<file path="src/design/lsmr_pkg.sv">
package lsmr_pkg;

    // field and register widths
    localparam int unsigned RANGE_W   = 16;
    localparam int unsigned CTR_W     = 12;
    localparam int unsigned HW_W      = 11;
    localparam int unsigned LEN_W     = 13;
    localparam int unsigned IDX_W     = 13;
    localparam int unsigned CFG_IDX_W = 3;
    localparam int unsigned CFG_DAT_W = 16;
    localparam int unsigned NUM_SEC   = 3;

    // longest scan the length register can express
    localparam int unsigned LEN_MAX              = 8191;
    localparam int unsigned LSMR_MAX_SCAN_POINTS = 4096;

    // sector lanes
    localparam int unsigned SEC_FRONT = 0;
    localparam int unsigned SEC_LEFT  = 1;
    localparam int unsigned SEC_RIGHT = 2;

    // register reset values
    localparam logic [CTR_W-1:0]   RST_FRONT_CENTER = 12'd0;
    localparam logic [CTR_W-1:0]   RST_LEFT_CENTER  = 12'd90;
    localparam logic [CTR_W-1:0]   RST_RIGHT_CENTER = 12'd270;
    localparam logic [HW_W-1:0]    RST_HALF_WINDOW  = 11'd5;
    localparam logic [LEN_W-1:0]   RST_SCAN_LENGTH  = 13'd360;
    localparam logic [RANGE_W-1:0] RST_RANGE_FLOOR  = 16'd120;
    localparam logic [RANGE_W-1:0] RST_RANGE_CEIL   = 16'd3500;

    // marks a sector minimum with no usable sample yet
    localparam logic [RANGE_W-1:0] BEST_NONE = '1;

    // configuration register indexes
    typedef enum logic [CFG_IDX_W-1:0] {
        CFG_FRONT_CENTER = 3'd0,
        CFG_LEFT_CENTER  = 3'd1,
        CFG_RIGHT_CENTER = 3'd2,
        CFG_HALF_WINDOW  = 3'd3,
        CFG_SCAN_LENGTH  = 3'd4,
        CFG_RANGE_FLOOR  = 3'd5,
        CFG_RANGE_CEIL   = 3'd6
    } t_cfg_idx;

    // effective window settings seen by the accumulator
    typedef struct packed {
        logic [LEN_W-1:0]   scan_len;
        logic [HW_W-1:0]    half_win;
        logic [RANGE_W-1:0] floor_mm;
        logic [RANGE_W-1:0] ceil_mm;
    } t_win_cfg;

    // one center index per sector, front in the low bits
    typedef logic [NUM_SEC-1:0][CTR_W-1:0] t_ctr_arr;

    // one sample held in the input register
    typedef struct packed {
        logic [RANGE_W-1:0] range_mm;
        logic               ok;
        logic               last;
    } t_sample;

    // three sector distances, front in the low bits
    typedef logic [NUM_SEC-1:0][RANGE_W-1:0] t_dist_arr;

endpackage

</file>
<file path="src/design/lsmr_cfg_regs.sv">
module lsmr_cfg_regs #(
    parameter int unsigned MAX_SCAN_POINTS = lsmr_pkg::LSMR_MAX_SCAN_POINTS
) (
    input  logic                               i_clk,
    input  logic                               i_rst_n,
    input  logic                               i_cfg_valid,
    output logic                               o_cfg_ready,
    input  logic [lsmr_pkg::CFG_IDX_W-1:0]     i_cfg_index,
    input  logic [lsmr_pkg::CFG_DAT_W-1:0]     i_cfg_data,
    output lsmr_pkg::t_win_cfg                 o_cfg,
    output lsmr_pkg::t_ctr_arr                 o_centers,
    output logic                               o_restart
);
    import lsmr_pkg::*;

    localparam int unsigned LEN_LIMIT =
        (MAX_SCAN_POINTS < LEN_MAX) ? MAX_SCAN_POINTS : LEN_MAX;
    localparam logic [LEN_W-1:0] LEN_LIMIT_V = LEN_W'(LEN_LIMIT);

    logic [CTR_W-1:0]   r_front_center;
    logic [CTR_W-1:0]   r_left_center;
    logic [CTR_W-1:0]   r_right_center;
    logic [HW_W-1:0]    r_half_window;
    logic [LEN_W-1:0]   r_scan_length;
    logic [RANGE_W-1:0] r_range_floor;
    logic [RANGE_W-1:0] r_range_ceil;
    t_cfg_idx           wr_idx;

    assign o_cfg_ready = 1'b1;
    assign wr_idx      = t_cfg_idx'(i_cfg_index);

    // register file, one write per transfer
    always_ff @(posedge i_clk) begin
        if (!i_rst_n) begin
            r_front_center <= RST_FRONT_CENTER;
            r_left_center  <= RST_LEFT_CENTER;
            r_right_center <= RST_RIGHT_CENTER;
            r_half_window  <= RST_HALF_WINDOW;
            r_scan_length  <= RST_SCAN_LENGTH;
            r_range_floor  <= RST_RANGE_FLOOR;
            r_range_ceil   <= RST_RANGE_CEIL;
        end else if (i_cfg_valid) begin
            case (wr_idx)
                CFG_FRONT_CENTER: r_front_center <= i_cfg_data[CTR_W-1:0];
                CFG_LEFT_CENTER:  r_left_center  <= i_cfg_data[CTR_W-1:0];
                CFG_RIGHT_CENTER: r_right_center <= i_cfg_data[CTR_W-1:0];
                CFG_HALF_WINDOW:  r_half_window  <= i_cfg_data[HW_W-1:0];
                CFG_SCAN_LENGTH:  r_scan_length  <= i_cfg_data[LEN_W-1:0];
                CFG_RANGE_FLOOR:  r_range_floor  <= i_cfg_data;
                CFG_RANGE_CEIL:   r_range_ceil   <= i_cfg_data;
                default: ;
            endcase
        end
    end

    // centers or length changed: reduced centers must be recomputed
    assign o_restart = i_cfg_valid &&
        (wr_idx inside {CFG_FRONT_CENTER, CFG_LEFT_CENTER, CFG_RIGHT_CENTER,
                        CFG_SCAN_LENGTH});

    // effective length and half width
    always_comb begin
        if (r_scan_length == '0) begin
            o_cfg.scan_len = LEN_W'(1);
        end else if (r_scan_length > LEN_LIMIT_V) begin
            o_cfg.scan_len = LEN_LIMIT_V;
        end else begin
            o_cfg.scan_len = r_scan_length;
        end
        o_cfg.half_win = (r_half_window == '0) ? HW_W'(1) : r_half_window;
        o_cfg.floor_mm = r_range_floor;
        o_cfg.ceil_mm  = r_range_ceil;
    end

    assign o_centers[SEC_FRONT] = r_front_center;
    assign o_centers[SEC_LEFT]  = r_left_center;
    assign o_centers[SEC_RIGHT] = r_right_center;

endmodule

</file>
<file path="src/design/lsmr_mod_unit.sv">
module lsmr_mod_unit (
    input  logic                           i_clk,
    input  logic                           i_rst_n,
    input  logic                           i_restart,
    input  logic [lsmr_pkg::LEN_W-1:0]     i_len,
    input  lsmr_pkg::t_ctr_arr             i_centers,
    output lsmr_pkg::t_ctr_arr             o_rem,
    output logic                           o_busy
);
    import lsmr_pkg::*;

    // one quotient bit per cycle, all three centers side by side
    localparam int unsigned STEPS = CTR_W;
    localparam int unsigned CNT_W = $clog2(STEPS);

    logic                             r_pend;
    logic                             r_run;
    logic [CNT_W-1:0]                 r_cnt;
    t_ctr_arr                         r_div;
    logic [NUM_SEC-1:0][LEN_W-1:0]    r_rem;
    logic [NUM_SEC-1:0][LEN_W-1:0]    n_rem;

    // sequencing: load in the cycle after a restart, then run the steps
    always_ff @(posedge i_clk) begin
        if (!i_rst_n) begin
            r_pend <= 1'b1;
            r_run  <= 1'b0;
            r_cnt  <= '0;
        end else begin
            r_pend <= i_restart;
            if (r_pend) begin
                r_run <= 1'b1;
                r_cnt <= CNT_W'(STEPS - 1);
            end else if (r_run) begin
                if (r_cnt == '0) begin
                    r_run <= 1'b0;
                end else begin
                    r_cnt <= r_cnt - 1'b1;
                end
            end
        end
    end

    // restoring remainder step per lane
    for (genvar k = 0; k < NUM_SEC; k++) begin : g_lane
        logic [LEN_W:0] trial;
        always_comb begin
            trial = {r_rem[k], r_div[k][CTR_W-1]};
            if (trial >= {1'b0, i_len}) begin
                trial = trial - {1'b0, i_len};
            end
            n_rem[k] = trial[LEN_W-1:0];
        end

        always_ff @(posedge i_clk) begin
            if (r_pend) begin
                r_div[k] <= i_centers[k];
                r_rem[k] <= '0;
            end else if (r_run) begin
                r_div[k] <= {r_div[k][CTR_W-2:0], 1'b0};
                r_rem[k] <= n_rem[k];
            end
        end

        // remainder never exceeds the center itself
        assign o_rem[k] = r_rem[k][CTR_W-1:0];
    end

    assign o_busy = r_pend || r_run;

endmodule

</file>
<file path="src/design/lsmr_sector_acc.sv">
module lsmr_sector_acc (
    input  logic                                   i_clk,
    input  logic                                   i_rst_n,
    input  lsmr_pkg::t_win_cfg                     i_cfg,
    input  lsmr_pkg::t_ctr_arr                     i_centers,
    input  logic                                   i_busy,
    input  logic                                   i_valid,
    input  lsmr_pkg::t_sample                      i_sample,
    output logic                                   o_take,
    output logic                                   o_m_axis_tvalid,
    input  logic                                   i_m_axis_tready,
    output lsmr_pkg::t_dist_arr                    o_m_axis_tdata
);
    import lsmr_pkg::*;

    // index idx lies within half_win of center c, modulo n (c below n)
    function automatic logic in_window(
        input logic [IDX_W-1:0] idx,
        input logic [CTR_W-1:0] c,
        input logic [LEN_W-1:0] n,
        input logic [HW_W-1:0]  hw
    );
        logic [IDX_W:0] d;
        if (idx >= {1'b0, c}) begin
            d = {1'b0, idx - {1'b0, c}};
        end else begin
            d = {1'b0, idx} + {1'b0, n} - {2'b0, c};
        end
        return (d <= {3'b0, hw}) || ({2'b0, hw} >= n) ||
               (d >= ({1'b0, n} - {3'b0, hw}));
    endfunction

    logic [IDX_W-1:0]                r_idx;
    t_dist_arr                       r_best;
    t_dist_arr                       n_best;
    t_dist_arr                       n_report;
    logic                            r_out_valid;
    t_dist_arr                       r_out_data;
    logic                            usable;

    // consume the held sample unless the remainder pass is busy or its result has nowhere to go
    assign o_take = i_valid && !i_busy &&
                    (!i_sample.last || !r_out_valid || i_m_axis_tready);

    // sample qualifies for any sector
    assign usable = ({1'b0, r_idx} < {1'b0, i_cfg.scan_len}) && i_sample.ok &&
                    (i_sample.range_mm >= i_cfg.floor_mm) &&
                    (i_sample.range_mm <= i_cfg.ceil_mm);

    // per sector running minimum and reported value
    for (genvar k = 0; k < NUM_SEC; k++) begin : g_sec
        logic hit;
        assign hit = usable && (i_sample.range_mm < r_best[k]) &&
                     in_window(r_idx, i_centers[k], i_cfg.scan_len, i_cfg.half_win);
        assign n_best[k]   = hit ? i_sample.range_mm : r_best[k];
        assign n_report[k] = (n_best[k] == BEST_NONE) ? i_cfg.ceil_mm : n_best[k];
    end

    // scan state: index and minimums, cleared after the last sample
    always_ff @(posedge i_clk) begin
        if (!i_rst_n) begin
            r_idx  <= '0;
            r_best <= {NUM_SEC{BEST_NONE}};
        end else if (o_take) begin
            if (i_sample.last) begin
                r_idx  <= '0;
                r_best <= {NUM_SEC{BEST_NONE}};
            end else begin
                r_best <= n_best;
                if (r_idx != '1) begin
                    r_idx <= r_idx + 1'b1;
                end
            end
        end
    end

    // result register
    always_ff @(posedge i_clk) begin
        if (!i_rst_n) begin
            r_out_valid <= 1'b0;
        end else if (o_take && i_sample.last) begin
            r_out_valid <= 1'b1;
        end else if (i_m_axis_tready) begin
            r_out_valid <= 1'b0;
        end
    end

    always_ff @(posedge i_clk) begin
        if (o_take && i_sample.last) begin
            r_out_data <= n_report;
        end
    end

    assign o_m_axis_tvalid = r_out_valid;
    assign o_m_axis_tdata  = r_out_data;

endmodule

</file>
<file path="src/design/lidar_sector_min_range.sv">
// channel     | direction | transfer                     | payload
// ------------+-----------+------------------------------+----------------------------------
// s_axis      | in        | tvalid & tready              | tdata range_sample, tuser
//             |           |                              | sample_valid, tlast scan_end
// m_axis      | out       | tvalid & tready              | tdata dist_front/left/right
// cfg         | in        | valid & ready (ready high)   | index, data
//
// One sample per cycle outside the stalls below; a result leaves after the
// transfer of its scan_end sample via the input register, then the result register.
// After reset and after any write of a center index or the scan length, the
// input is held off while the three centers are reduced modulo the scan
// length, one remainder bit per cycle.
// Samples keep flowing while a result waits; only a scan_end sample stalls
// in the input register until the result register is free.
module lidar_sector_min_range #(
    parameter int unsigned MAX_SCAN_POINTS = lsmr_pkg::LSMR_MAX_SCAN_POINTS
) (
    input  logic                                         i_clk,
    input  logic                                         i_rst_n,
    input  logic                                         i_s_axis_tvalid,
    output logic                                         o_s_axis_tready,
    input  logic [lsmr_pkg::RANGE_W-1:0]                 i_s_axis_tdata,  // [15:0] range_sample
    input  logic                                         i_s_axis_tuser,  // [0] sample_valid
    input  logic                                         i_s_axis_tlast,
    output logic                                         o_m_axis_tvalid,
    input  logic                                         i_m_axis_tready,
    // [15:0] dist_front, [31:16] dist_left, [47:32] dist_right
    output logic [lsmr_pkg::NUM_SEC*lsmr_pkg::RANGE_W-1:0] o_m_axis_tdata,
    input  logic                                         i_cfg_valid,
    output logic                                         o_cfg_ready,
    input  logic [lsmr_pkg::CFG_IDX_W-1:0]               i_cfg_index,
    input  logic [lsmr_pkg::CFG_DAT_W-1:0]               i_cfg_data
);
    import lsmr_pkg::*;

    t_win_cfg   win_cfg;
    t_ctr_arr   centers;
    t_ctr_arr   centers_mod;
    logic       restart;
    logic       busy;
    logic       take;
    logic       r_s0_valid;
    t_sample    r_s0;
    t_dist_arr  acc_tdata;

    lsmr_cfg_regs #(
        .MAX_SCAN_POINTS (MAX_SCAN_POINTS)
    ) u_cfg (
        .i_clk       (i_clk),
        .i_rst_n     (i_rst_n),
        .i_cfg_valid (i_cfg_valid),
        .o_cfg_ready (o_cfg_ready),
        .i_cfg_index (i_cfg_index),
        .i_cfg_data  (i_cfg_data),
        .o_cfg       (win_cfg),
        .o_centers   (centers),
        .o_restart   (restart)
    );

    lsmr_mod_unit u_mod (
        .i_clk     (i_clk),
        .i_rst_n   (i_rst_n),
        .i_restart (restart),
        .i_len     (win_cfg.scan_len),
        .i_centers (centers),
        .o_rem     (centers_mod),
        .o_busy    (busy)
    );

    // input register
    assign o_s_axis_tready = !busy && (!r_s0_valid || take);

    always_ff @(posedge i_clk) begin
        if (!i_rst_n) begin
            r_s0_valid <= 1'b0;
        end else if (i_s_axis_tvalid && o_s_axis_tready) begin
            r_s0_valid <= 1'b1;
        end else if (take) begin
            r_s0_valid <= 1'b0;
        end
    end

    always_ff @(posedge i_clk) begin
        if (i_s_axis_tvalid && o_s_axis_tready) begin
            r_s0.range_mm <= i_s_axis_tdata;
            r_s0.ok       <= i_s_axis_tuser;
            r_s0.last     <= i_s_axis_tlast;
        end
    end

    lsmr_sector_acc u_acc (
        .i_clk           (i_clk),
        .i_rst_n         (i_rst_n),
        .i_cfg           (win_cfg),
        .i_centers       (centers_mod),
        .i_busy          (busy),
        .i_valid         (r_s0_valid),
        .i_sample        (r_s0),
        .o_take          (take),
        .o_m_axis_tvalid (o_m_axis_tvalid),
        .i_m_axis_tready (i_m_axis_tready),
        .o_m_axis_tdata  (acc_tdata)
    );

    assign o_m_axis_tdata = acc_tdata;

endmodule

</file>
<file path="config.mk">
export PLATFORM = sky130hd
export DESIGN_NAME = lidar_sector_min_range
export DESIGN_NICKNAME = d
export VERILOG_FILES = /design/src/design/lsmr_pkg.sv /design/src/design/lsmr_cfg_regs.sv /design/src/design/lsmr_mod_unit.sv /design/src/design/lsmr_sector_acc.sv /design/src/design/lidar_sector_min_range.sv
export SDC_FILE = /design/constraint.sdc
export NUM_CORES = 1
export LEC_CHECK = 0
export BUFFER_PORTS_ARGS = -buffer_cell sky130_fd_sc_hd__buf_2
export CORE_ASPECT_RATIO = 0.8
export CORE_MARGIN = 3
export CORE_UTILIZATION = 50
export CTS_CLUSTER_DIAMETER = 80
export CTS_CLUSTER_SIZE = 8
export DETAILED_ROUTE_END_ITERATION = 12
export GPL_TIMING_DRIVEN = 0
export PLACE_DENSITY_LB_ADDON = 0.3
export SLEW_MARGIN = 20
export SYNTH_ARGS = -nofsm -noshare
export SYNTH_HDL_FRONTEND = slang
export SYNTH_HIERARCHICAL = 1
export SYNTH_SLANG_ARGS = --single-unit
</file>
<file path="constraint.sdc">
create_clock -name i_clk -period 6.68 [get_ports i_clk]
set_clock_uncertainty 0.05 [all_clocks]
set_input_delay 1.336 -clock i_clk [delete_from_list [all_inputs] [get_ports i_clk]]
set_output_delay 1.336 -clock i_clk [all_outputs]
set_load 0.01 [all_outputs]
</file>
==> flow_summary.json <==
{
  "synth_seq_cells": 302,
  "crit_fanout": 10,
  "gr-total-overflow": 0,
  "grt_max_degree": 33,
  "antenna_found_initial": 5,
  "fillers": 3917,
  "drc": 0,
  "violations": "negative setup slack",
  "htree_levels": 2,
  "drv_slew": 0,
  "pre_cts_ws_ns": -1.45,
  "critPathMaxStageDelay_ns": 0.50,
  "hold_violations": 0,
  "drt-wirelength-per-cell_microns": 21.5,
  "drt-pass1-iter-count": 6,
  "gp_congestion": 0.968,
  "path_clk_slew_ns": 0.06,
  "grt_pass1_vias": 20279,
  "clk_latency_ns": 0.58,
  "syn_inst": 2742,
  "syn-cell-area_sq_um": 23600,
  "coreArea_sq_um": 46200,
  "met3WireLength_mm": 8.52,
  "wl_mm": 76.9,
  "cts_tree": "built",
  "worst_slew_pin_slew_ns": 0.964,
  "final_cell_mix": "nand2_1, ha_1, nor2_1, inv_1, dfxtp_1",
  "rows": 70,
  "drt_iter0_markers": 2224,
  "critPathArrivalTime_ns": 7.23,
  "required_ns": 6.94,
  "nets": 3291,
  "min_period_over_period_pct": 104,
  "hpwl_mm": 58.4,
  "via_per_inst": 6.07,
  "cts_max_path_buffers": 3,
  "worstSetupPathType": "flop to flop",
  "fmax_mhz": 143,
  "cts_buffers": 44,
  "hold_path.class": "flop to flop",
  "cp-start-kind": "flop",
  "critPathSlowestCell": "a311o_2",
  "maxCapViolCount": 0,
  "postRouteAntennaNets": 0,
  "syn-num-nets": 3094,
  "dpl_cell_area_sq_um": 24900,
  "vias": 21732,
  "crit_top_cell": "ha_1",
  "tns_ns": -4.81,
  "ios": 93,
  "end_kind": "flop",
  "run_status": "finished with violations",
  "syn_area_per_cell_sq_um": 8.62,
  "grt_usage_pct": 29.1,
  "setup_slack_ns": -0.291,
  "fin_cells": 3582,
  "synth.distinct_cells": 102,
  "wl_met2_mm": 32.2,
  "drive_above_1_share_pct": 16.9,
  "rsz0062_at_grt": "true",
  "design_area_sq_um": 27800,
  "async_flop_share_pct": 0,
  "yosys_warnings": 6,
  "ctsRootBufferMaster": "clkbuf_16",
  "highest_layer": "met5",
  "place_inst": 3448,
  "start_util_pct": 51.1,
  "io_buffers": 91,
  "ys_seq_area_share_pct": 29.9,
  "irDropWorstVdd_v": 0.000187,
  "die_w_microns": 249,
  "wl_met1_mm": 34.3,
  "die_y_microns": 201,
  "power.density_nw_per_um2": 238,
  "synth_edf_count": 102,
  "final_common_cell": "nand2_1",
  "area_delta_synth_final_pct": 17.6,
  "min_period_ns": 6.97,
  "clock_sinks": 302,
  "synth_flop_cell": "dfxtp_1",
  "leakage_nw": 12.4,
  "slew_headroom_pct": 35.7,
  "grt_pass1_wl_mm": 115,
  "dieArea_sq_um": 50000,
  "setup_viol": 31
}
-- synth_stat cells (12+ instances only) --
master / count / share of area, %
nor4_1: 16 / 0.42
o21bai_1: 16 / 0.51
buf_2: 19 / 0.40
nand2b_1: 43 / 1.1
a21boi_0: 61 / 1.9
o31ai_1: 15 / 0.48
nor2b_1: 44 / 1.2
a21oi_1: 157 / 3.3
xnor2_1: 66 / 2.4
o211ai_1: 12 / 0.38
o21ai_0: 99 / 2.1
a21boi_1: 13 / 0.41
o21ai_1: 12 / 0.25
a2bb2oi_1: 16 / 0.59
nand2_1: 322 / 5.1
clkbuf_1: 69 / 1.1
nor2_1: 227 / 3.6
ha_1: 299 / 16
a211oi_1: 40 / 1.3
nor3_1: 30 / 0.63
and3_1: 14 / 0.37
a32oi_1: 14 / 0.52
or3_1: 26 / 0.69
xor2_1: 39 / 1.4
a21o_1: 82 / 2.6
mux2i_1: 62 / 2.6
o221a_2: 12 / 0.57
buf_4: 39 / 1.2
o21a_1: 33 / 1.0
mux2_2: 39 / 1.9
edfxtp_1: 102 / 13
dfxtp_1: 200 / 17
nand3_1: 55 / 1.2
nand4_1: 40 / 1.1
inv_1: 210 / 3.3
-- layer usage --
metal  vias up  track usage, %
met5         -               0
met4         4            8.02
li1      10194               -
met2      1051            42.3
met1     10330            42.6
met3       153            7.33
-- registers in the layout (all words and copies together) (netlist names), 13 cells and up --
register and cells:
u_cfg/r_scan_length 13, u_mod/o_rem 36, r_s0 18, u_cfg/r_range_ceil 16, u_acc/r_best 48, u_mod/r_div 36
u_cfg/r_range_floor 16, u_acc/o_m_axis_tdata 48, u_acc/r_idx 13
-- critical path: cells and delay by family (launching register included) --
family	cells	cell delay, ns
DFF	1	0.37
buffers and inverters	5	0.84
muxes	1	0.21
AOI/OAI and AO/OA	13	2.71
xor gates and xnor gates	2	0.55
and+or+nand+nor	5	0.94
adders and majority gates	3	1.04
-- kinds of logic after synthesis --
group / Yosys count / share of synthesized area, %
and+or+nand+nor: 880 / 17.6
buffers and inverters: 352 / 6.65
xor gates and xnor gates: 106 / 3.96
DFF: 302 / 29.9
other: 1 / 0.0159
adders and majority gates: 311 / 16.8
AOI/OAI and AO/OA: 687 / 20.5
muxes: 103 / 4.60
-- final timing paths --
check | startpoint | to | slack (ns) | cells past startpoint
max | u_cfg/r_scan_length[12]$_SDFFE_PN0P_ | u_acc/o_m_axis_tdata[24]$_DFFE_PP_ | -0.29 | 29
min | u_cfg/r_front_center[9]$_SDFFE_PN0P_ | u_cfg/r_front_center[9]$_SDFFE_PN0P_ | 0.41 | 2
max reg2reg | u_cfg/r_scan_length[12]$_SDFFE_PN0P_ | u_acc/o_m_axis_tdata[24]$_DFFE_PP_ | -0.29 | 29
min reg2reg | u_cfg/r_front_center[9]$_SDFFE_PN0P_ | u_cfg/r_front_center[9]$_SDFFE_PN0P_ | 0.41 | 2
-- what timing repair did --
| item | in CTS | in global routing |
|---|---|---|
| setup buffers | 23 | 29 |
| endpoints found under the setup margin | 96 | 96 |
| hold endpoints to repair | 0 | 0 |
| pin swaps | 38 | 55 |
| hold buffers | 0 | 0 |
| gates resized for setup | 84 | 152 |
| gates cloned | 1 | 5 |
-- report_power, final --
group          switching (W)  internal [W]  leakage [nW]  total [W]
sequential         0.0000612       0.00198          2.60    0.00204
clock               0.000828       0.00126         0.616    0.00209
combinational        0.00142       0.00106          9.23    0.00248
-- per-stage QoR --
| stage | utilization, % | power (W) | hold slack, ns |
|---|---|---|---|
| 2_1_floorplan | - | 0.00356 | 0.381 |
| 3_3_place_gp | 53.8 | 0.00406 | 0.387 |
| 3_5_place_dp | 53.9 | 0.00413 | 0.394 |
| 4_1_cts | 58.0 | 0.00634 | 0.401 |
| 5_1_grt | 60.1 | 0.00697 | 0.427 |
| 6_report | 60.2 | 0.00662 | 0.409 |
-- final cells by class --
cell class,count,area [sq um],area share (%)
Tap cell,612,766,2.75
Multi-Input combinational cell,2088,16000,57.4
Clock buffer,69,1190,4.30
Clock inverter,5,97.6,0.351
Antenna cell,3,7.51,0.0270
Sequential cell,302,7070,25.4
Inverter,212,796,2.86
Timing Repair Buffer,152,1060,3.82
Buffer,139,858,3.09
No activity file was read; power rests on OpenSTA's default activity.
